`src/pcg_pkg.sv`:
```
// ----------------------------------------------------------------------------
// pcg_pkg: shared types, constants and microcode for the PCG32 noise source
// Holds the LCG multiplier halves, the XSH-RR output permutation, the control
// word layout and the read-only program that sequences the datapath.
// ----------------------------------------------------------------------------
package pcg_pkg;

  localparam int PC_W = 5;
  typedef logic [PC_W-1:0] pc_t;

  // 64-bit LCG multiplier, split into 32-bit halves for the shared multiplier.
  localparam logic [31:0] MUL_HI = 32'h5851_F42D;
  localparam logic [31:0] MUL_LO = 32'h4C95_7F2D;

  // Program entry points.
  localparam pc_t PC_IDLE   = pc_t'(0);
  localparam pc_t PC_RESEED = pc_t'(1);
  localparam pc_t PC_DRAW   = pc_t'(11);

  // Multiplier use: full low product, or one of the two cross terms.
  typedef enum logic [1:0] {
    MUL_NONE,
    MUL_FULL,
    MUL_LO_HI,
    MUL_HI_LO
  } mul_sel_t;

  // State register operation.
  typedef enum logic [1:0] {
    ST_HOLD,
    ST_CLR,
    ST_SEED,
    ST_UPD
  } st_op_t;

  // Sequencing operation.
  typedef enum logic [1:0] {
    SEQ_NEXT,
    SEQ_WAIT,
    SEQ_DONE
  } seq_op_t;

  // Datapath control, sent from the sequencer to the datapath.
  typedef struct packed {
    mul_sel_t mul_sel;
    st_op_t   st_op;
    logic     cap_rb;
    logic     cap_g;
  } dp_ctrl_t;

  typedef struct packed {
    seq_op_t  seq_op;
    pc_t      target;
    dp_ctrl_t dp;
  } ucode_t;

  function automatic ucode_t uword(seq_op_t s, pc_t t, mul_sel_t m, st_op_t o,
                                   logic crb, logic cg);
    ucode_t w;
    w.seq_op    = s;
    w.target    = t;
    w.dp.mul_sel = m;
    w.dp.st_op   = o;
    w.dp.cap_rb  = crb;
    w.dp.cap_g   = cg;
    return w;
  endfunction

  // One LCG advance takes four steps: full low product, two cross terms into
  // the upper half, then the state update with the increment.
  function automatic ucode_t ucode_rom(pc_t pc);
    ucode_t w;
    case (pc)
      5'd0:    w = uword(SEQ_WAIT, PC_DRAW, MUL_NONE,  ST_HOLD, 1'b0, 1'b0);
      5'd1:    w = uword(SEQ_NEXT, PC_IDLE, MUL_NONE,  ST_CLR,  1'b0, 1'b0);
      5'd2:    w = uword(SEQ_NEXT, PC_IDLE, MUL_FULL,  ST_HOLD, 1'b0, 1'b0);
      5'd3:    w = uword(SEQ_NEXT, PC_IDLE, MUL_LO_HI, ST_HOLD, 1'b0, 1'b0);
      5'd4:    w = uword(SEQ_NEXT, PC_IDLE, MUL_HI_LO, ST_HOLD, 1'b0, 1'b0);
      5'd5:    w = uword(SEQ_NEXT, PC_IDLE, MUL_NONE,  ST_UPD,  1'b0, 1'b0);
      5'd6:    w = uword(SEQ_NEXT, PC_IDLE, MUL_NONE,  ST_SEED, 1'b0, 1'b0);
      5'd7:    w = uword(SEQ_NEXT, PC_IDLE, MUL_FULL,  ST_HOLD, 1'b0, 1'b0);
      5'd8:    w = uword(SEQ_NEXT, PC_IDLE, MUL_LO_HI, ST_HOLD, 1'b0, 1'b0);
      5'd9:    w = uword(SEQ_NEXT, PC_IDLE, MUL_HI_LO, ST_HOLD, 1'b0, 1'b0);
      5'd10:   w = uword(SEQ_NEXT, PC_IDLE, MUL_NONE,  ST_UPD,  1'b0, 1'b0);
      5'd11:   w = uword(SEQ_NEXT, PC_IDLE, MUL_FULL,  ST_HOLD, 1'b1, 1'b0);
      5'd12:   w = uword(SEQ_NEXT, PC_IDLE, MUL_LO_HI, ST_HOLD, 1'b0, 1'b0);
      5'd13:   w = uword(SEQ_NEXT, PC_IDLE, MUL_HI_LO, ST_HOLD, 1'b0, 1'b0);
      5'd14:   w = uword(SEQ_NEXT, PC_IDLE, MUL_NONE,  ST_UPD,  1'b0, 1'b0);
      5'd15:   w = uword(SEQ_NEXT, PC_IDLE, MUL_FULL,  ST_HOLD, 1'b0, 1'b1);
      5'd16:   w = uword(SEQ_NEXT, PC_IDLE, MUL_LO_HI, ST_HOLD, 1'b0, 1'b0);
      5'd17:   w = uword(SEQ_NEXT, PC_IDLE, MUL_HI_LO, ST_HOLD, 1'b0, 1'b0);
      5'd18:   w = uword(SEQ_NEXT, PC_IDLE, MUL_NONE,  ST_UPD,  1'b0, 1'b0);
      5'd19:   w = uword(SEQ_DONE, PC_IDLE, MUL_NONE,  ST_HOLD, 1'b0, 1'b0);
      default: w = uword(SEQ_NEXT, PC_IDLE, MUL_NONE,  ST_HOLD, 1'b0, 1'b0);
    endcase
    return w;
  endfunction

  // XSH-RR output permutation of the pre-advance state, top 24 bits kept.
  function automatic logic [23:0] xsh_rr24(logic [63:0] s);
    logic [63:0] x;
    logic [31:0] xs;
    logic [4:0]  rot;
    logic [63:0] dbl;
    logic [31:0] r;
    x   = s ^ (s >> 18);
    xs  = x[58:27];
    rot = s[63:59];
    dbl = {xs, xs} >> rot;
    r   = dbl[31:0];
    return r[31:8];
  endfunction

endpackage

```
`src/pcg_sequencer.sv`:
```
// ----------------------------------------------------------------------------
// pcg_sequencer: microcode step counter
// Fetches one control word per step from the program table and chooses the
// next step: advance, wait for an input transfer, or wait to hand off a result.
// ----------------------------------------------------------------------------
module pcg_sequencer import pcg_pkg::*; (
  input  logic     clk,
  input  logic     rst,
  input  logic     in_valid,
  input  logic     restart,
  input  logic     out_free,
  output logic     in_ready,
  output logic     load_out,
  output dp_ctrl_t ctrl
);

  pc_t    pc;
  pc_t    pc_next;
  ucode_t uw;

  assign uw = ucode_rom(pc);

  always_comb begin
    case (uw.seq_op)
      SEQ_WAIT: begin
        if (!in_valid) begin
          pc_next = pc;
        end else if (restart) begin
          pc_next = PC_RESEED;
        end else begin
          pc_next = uw.target;
        end
      end
      SEQ_DONE: pc_next = out_free ? uw.target : pc;
      default:  pc_next = pc + pc_t'(1);
    endcase
  end

  always_comb begin
    ctrl     = uw.dp;
    in_ready = (uw.seq_op == SEQ_WAIT);
    load_out = (uw.seq_op == SEQ_DONE) && out_free;
  end

  always_ff @(posedge clk) begin
    if (rst) begin
      pc <= PC_IDLE;
    end else begin
      pc <= pc_next;
    end
  end

endmodule

```
`src/pcg_datapath.sv`:
```
// ----------------------------------------------------------------------------
// pcg_datapath: LCG state, shared 32x32 multiplier and draw capture
// The 64-bit state product is built from three 32x32 partial products in an
// accumulator, then the odd increment is added when the state is updated.
// ----------------------------------------------------------------------------
module pcg_datapath import pcg_pkg::*; (
  input  logic        clk,
  input  logic        rst,
  input  dp_ctrl_t    ctrl,
  input  logic [31:0] seed,
  output logic [23:0] rb_draw,
  output logic [23:0] g_draw
);

  logic [63:0] state;
  logic [63:0] acc;
  logic [31:0] mul_a;
  logic [31:0] mul_b;
  logic [63:0] prod;
  logic [63:0] inc;

  assign mul_a = (ctrl.mul_sel == MUL_HI_LO) ? state[63:32] : state[31:0];
  assign mul_b = (ctrl.mul_sel == MUL_LO_HI) ? MUL_HI : MUL_LO;
  assign prod  = 64'(mul_a) * 64'(mul_b);
  assign inc   = {31'd0, seed, 1'b1};

  always_ff @(posedge clk) begin
    case (ctrl.mul_sel)
      MUL_FULL:  acc <= prod;
      MUL_LO_HI,
      MUL_HI_LO: acc[63:32] <= acc[63:32] + prod[31:0];
      default:   acc <= acc;
    endcase
    if (ctrl.cap_rb) begin
      rb_draw <= xsh_rr24(state);
    end
    if (ctrl.cap_g) begin
      g_draw <= xsh_rr24(state);
    end
  end

  always_ff @(posedge clk) begin
    if (rst) begin
      state <= '0;
    end else begin
      case (ctrl.st_op)
        ST_CLR:  state <= '0;
        ST_SEED: state <= state + {32'd0, seed};
        ST_UPD:  state <= acc + inc;
        default: state <= state;
      endcase
    end
  end

endmodule

```
`src/pcg32_white_noise.sv`:
```
// ----------------------------------------------------------------------------
// pcg32_white_noise: PCG32 (XSH-RR) white-noise pixel source
// One input transfer requests one pixel; two draws give red/blue and green.
// ----------------------------------------------------------------------------
// Sequencing: no new pixel request is taken until the previous pixel is in
//   the output register; with restart, the state is first cleared, advanced,
//   offset by the seed and advanced again. Each LCG advance is four steps on
//   the single shared 32x32 multiplier, and a pixel needs two.
// Reset: rst clears the generator state and the seed to zero, empties the
//   output register and returns the sequencer to its idle step.
module pcg32_white_noise import pcg_pkg::*; (
  input  logic        clk,
  input  logic        rst,
  // Seed register write port.
  input  logic        seed_we,
  input  logic [31:0] seed_wdata,
  // Input channel: one transfer per pixel.
  input  logic        in_valid,
  output logic        in_ready,
  input  logic        restart,
  // Output channel.
  output logic        out_valid,
  input  logic        out_ready,
  output logic [23:0] red_blue,
  output logic [23:0] green
);

  logic [31:0] seed;
  logic        out_free;
  logic        load_out;
  dp_ctrl_t    ctrl;
  logic [23:0] rb_draw;
  logic [23:0] g_draw;

  // The seed sets both the reseed offset and the odd stream increment
  // 2*seed+1, which is always taken from the current register value.
  always_ff @(posedge clk) begin
    if (rst) begin
      seed <= '0;
    end else if (seed_we) begin
      seed <= seed_wdata;
    end
  end

  // The output register may be refilled in the same cycle it is drained, so
  // the sequencer only stalls on its final step when a result is still unread.
  assign out_free = !out_valid || out_ready;

  pcg_sequencer u_seq (
    .clk      (clk),
    .rst      (rst),
    .in_valid (in_valid),
    .restart  (restart),
    .out_free (out_free),
    .in_ready (in_ready),
    .load_out (load_out),
    .ctrl     (ctrl)
  );

  pcg_datapath u_dp (
    .clk     (clk),
    .rst     (rst),
    .ctrl    (ctrl),
    .seed    (seed),
    .rb_draw (rb_draw),
    .g_draw  (g_draw)
  );

  // Output register: holds a finished pixel while the next one is computed.
  always_ff @(posedge clk) begin
    if (rst) begin
      out_valid <= 1'b0;
    end else if (load_out) begin
      out_valid <= 1'b1;
    end else if (out_ready) begin
      out_valid <= 1'b0;
    end
  end

  always_ff @(posedge clk) begin
    if (load_out) begin
      red_blue <= rb_draw;
      green    <= g_draw;
    end
  end

`ifndef NO_ASSERTIONS
  // After an input transfer the sequencer is busy and takes no other pixel.
  a_busy_after_accept: assert property (@(posedge clk) disable iff (rst)
    in_valid && in_ready |=> !in_ready)
    else $error("input accepted twice in a row");

  // A result is only loaded when the output register is free.
  a_load_free: assert property (@(posedge clk) disable iff (rst)
    load_out |-> out_free)
    else $error("output register overwritten");

  // Loading a result always presents it on the next cycle.
  a_load_valid: assert property (@(posedge clk) disable iff (rst)
    load_out |=> out_valid)
    else $error("loaded result not presented");

  // The two draws are captured in different steps.
  a_cap_exclusive: assert property (@(posedge clk) disable iff (rst)
    !(ctrl.cap_rb && ctrl.cap_g))
    else $error("both draws captured in one step");

  // No input is taken on the step that hands off a result.
  a_ready_not_load: assert property (@(posedge clk) disable iff (rst)
    !(in_ready && load_out))
    else $error("input ready while handing off a result");
`endif

endmodule

```
`config.mk`:
```
export PLATFORM = sky130hd
export DESIGN_NAME = pcg32_white_noise
export DESIGN_NICKNAME = d
export VERILOG_FILES = /design/src/pcg_pkg.sv /design/src/pcg_sequencer.sv /design/src/pcg_datapath.sv /design/src/pcg32_white_noise.sv
export SDC_FILE = /design/constraint.sdc
export NUM_CORES = 2
export LEC_CHECK = 0
export BUFFER_PORTS_ARGS = -buffer_cell sky130_fd_sc_hd__buf_4
export CORE_ASPECT_RATIO = 2
export CORE_MARGIN = 5
export CORE_UTILIZATION = 57
export DETAILED_ROUTE_END_ITERATION = 6
export PLACE_DENSITY_LB_ADDON = 0.05
export REMOVE_ABC_BUFFERS = 1
export SYNTH_ARGS = -nofsm -noshare
export SYNTH_HDL_FRONTEND = slang
export SYNTH_SLANG_ARGS = --single-unit
```
`constraint.sdc`:
```
create_clock -name clk -period 9.4 [get_ports clk]
set_input_delay 0 -clock clk [delete_from_list [all_inputs] [get_ports clk]]
set_output_delay 0 -clock clk [all_outputs]
set_load 0.02 [all_outputs]
```
==> results.md <==
* Result of the run: completed
* Remaining antenna violation count at 0
* Clock latency on the worst-skew pair at 0.60 ns
* Fin crit share at 0.964
* Leak pwr at approximately 23 nW
* Crit Path Category: reg -> reg
* # setup viols final at 0
* Final std cell area, no fill at 44500 sq um
* Prevailing post-synth register cell: edfxtp_1
* Max-cap viol count at 0
* Kind of start point of the critical path: register
* Core ar. at 69900 sq um
* Via/cell ratio at around 6.0
* Total congestion overflow after global routing at 0
* Max Root-Sink Buffers at 3
* Crit path max-delay cell type: xnor2_1
* Hold path endpoint: seed[2]
* Starting utilization of the core area at 0.575
* Synth Area in Simple Gates at 0.101
* Minimum period implied by the final worst setup slack at 9.06 ns
* Arr. time, crit path at 9.39 ns
* XOR/XNOR Fraction of Synth Area at 0.0464
* Largest driver fanout on the critical path at 5
* Overall die height at 386 um
* Layout cell share with drive strength beyond 1 at 0.0943
* Unrepaired setup endpoints after global routing: false
* Flip-flop and latch count after synthesis at 270
* I/O pin cnt at 88
* Number of sinks driven by the clock tree at 270
* Drc violations at 0
* Routed wire length at 144 mm
* Most used cell, CP: ha_1
* Hold Path Cell Cnt at 3
* Share of the synthesized area in the top cell type at 0.273
* Required time of the critical path at 9.72 ns
* Antenna violations before repair at 5
* Fin. max-slew vios at 0
* Peak Freq at 110 MHz
* Met2 routed wirelength at 72.3 mm
* Share of synthesized area spent on multiplexers at 0.0396
* Count leader, synth: inv_1
* First-iteration detailed-routing DRC count at 1801
* Maximum clock skew at final layout at 0.0348 ns
* Adder and majority gate portion of the synthesized area at 0.443
* Origin of the worst min-delay path: seed_we
* Detailed Routing Iterations Pass 1 at 5
* DP Wirelength at approximately 120 mm
* Syn avg cell area at roughly 9.7 sq um
* Pin count of the biggest net entering global routing at 72
* Worst-case vdd ir drop at around 0.18 mV
* Met3 routed WL at 8.09 mm
* Number of different library cells in the post-synthesis netlist at 85
* Wire per inst at between 20 and 30 um
* Main combinational cell family by area after synthesis: adder cells
* Count of nets after finishing at approximately 5500
* Worst setup EP type: register
* Tot Pwr at between 0.004 and 0.005 W
* Yosys synthesis warning count at 0
* Gate Count Post-Synth at 4153
* Setup bufs post-CTS at 0
* Number of flops mapped to enable cells by yosys at between 150 and 200
* Ranking of synthesized cells by area: fa_1 27%, ha_1 17%, edfxtp_1 12%
* Max-Slew Margin vs Limit at 0.0825
* Post-synthesis async set-or-reset flop share at 0
* Power density over cell area at 107 nW/um^2
* CTS tree: done
* Worst reg2reg setup slack at 0.34 ns
* Most common library cells after synthesis: 696 x inv_1, 548 x fa_1, 545 x ha_1
* Number of cells on the worst reg-to-reg path at 31
* TritonCTS Buffers at 24
* Total number of H-tree levels at 1
* Synthesized area at between 40000 and 50000 sq um
* Clock edge transition at the registers on the reported setup and hold paths at 0.08 ns
* Min-Delay Path Class: in -> reg
* Worst reg2reg startpoint: u_dp.state[32]
* Critical path's largest stage delay at 0.72 ns
* Worst flop-to-flop path endpoint: u_dp.acc[61]
* First-pass GRT wire length at 211 mm
* Row count at 137
* Floorplan die area at 76200 sq um
* Post-synthesis to final-layout area growth at 10.8%
* Detailed-route via count at between 30000 and 40000
* Final hold viol count at 0
* Final estimated routing congestion in global placement at 1.19
* GRT Overall Usage at 0.380
* Fraction of the yosys area taken by sequential cells at 0.174
* Area after DPL at ~43000 sq um
* Via count of the first global-routing pass at ~35000
* Slew at the pin closest to its max-slew limit at ~1.4 ns
* Die Span X at 198 um
* Max Used Layer: met5
* Port bufs at 87
* Clock root buffer: clkbuf_16
* Synthesized-area fraction occupied by ao, oa, aoi and oai cells at 0.116
* Routed metal-1 wirelength at 43.1 mm
* Cell type with the highest aggregate area in the netlist: fa_1
-- layer usage --
metal,up-vias,global-route usage
li1,14400,-
met1,15800,0.347
met2,1252,0.670
met3,669,0.0705
met4,6,0.395
met5,-,0
-- layout by cell type, fill, tap and decap left out, types with 116 or more instances in the layout --
cell type  instances
a21oi_1          194
buf_4            279
edfxtp_1         160
fa_1             548
ha_1             545
inv_1            696
nand2_1          253
nor2_1           238
o21ai_0          171
xnor2_1          116
-- how the worst max path moves through the flow --
stage | startpoint | to | slack [ns] | cells past startpoint
6_report | u_dp.state[32] | u_dp.acc[61] | 0.34 | 31
5_1_grt | u_seq.uw[4] | u_dp.acc[61] | 0.004 | 32
4_1_cts | u_seq.uw[5] | u_dp.acc[63] | 0.03 | 34
3_5_place_dp | u_seq.uw[5] | u_dp.acc[63] | 0.04 | 34
3_3_place_gp | u_seq.uw[5] | u_dp.acc[63] | 0.18 | 34
2_1_floorplan | u_seq.uw[5] | u_dp.acc[60] | -1.78 | 38
-- critical path, delay by kind of cell (launching register included) --
kind | cells | cell delay, ns
muxes | 1 | 0.31
AOI/OAI and AO/OA | 9 | 1.70
buffers and inverters | 5 | 0.39
DFF | 1 | 0.68
and+or+nand+nor | 4 | 1.09
xor gates and xnor gates | 2 | 0.90
adders and majority gates | 10 | 3.70
-- report_power, final --
part	switching, W	total, W	internal (W)
logic	0.00135	0.00218	0.000823
registers	0.000141	0.00156	0.00142
clock network	0.000507	0.00105	0.000546
total	0.00200	0.00479	0.00279
-- timing repair --
item,4_1_cts,5_1_grt
setup endpoints to repair,0,9
endpoints found under the hold margin,36,0
resized for setup,0,12
hold buffers,65,0
-- per-stage QoR --
step           std cells  worst slack [ns]  setup TNS, ns   util  hold slack (ns)
2_1_floorplan       4041             -1.78         -35.87      -           0.0691
3_3_place_gp        5225             0.178              0  0.615            0.236
3_5_place_dp        5225            0.0409              0  0.615            0.242
4_1_cts             5334            0.0260              0  0.636          0.00621
5_1_grt             5334           0.00374              0  0.637           0.0485
6_report            5337             0.336              0  0.637           0.0187
-- flip-flops by register name (all words and copies together), names as in the netlist, 8 cells and up --
| register | flops |
|---|---|
| u_dp.acc | 64 |
| seed | 32 |
| u_dp.rb_draw | 24 |
| u_dp.g_draw | 24 |
| red_blue | 24 |
| u_dp.state | 64 |
| green | 24 |
| u_seq.uw | 8 |
-- area by class of cell --
class	instances	area, sq um
fillers	6063	25400
diodes	3	7.51
clock inverters	14	169
well taps	903	1130
multi-input cells	3073	30200
clock buffers	30	633
repair buffers	346	2790
flip-flops and latches	270	7010
inverters	698	2620
-- cells by family after synthesis --
logic type | Yosys count
flip-flops | 270
XOR/XNOR | 213
buffers and inverters | 839
AO/OA/AOI/OAI | 736
adder cells (fa/ha/maj) | 1093
other | 2
AND/OR/NAND/NOR | 855
multiplexers | 145
(Power assumes the default switching activity.)
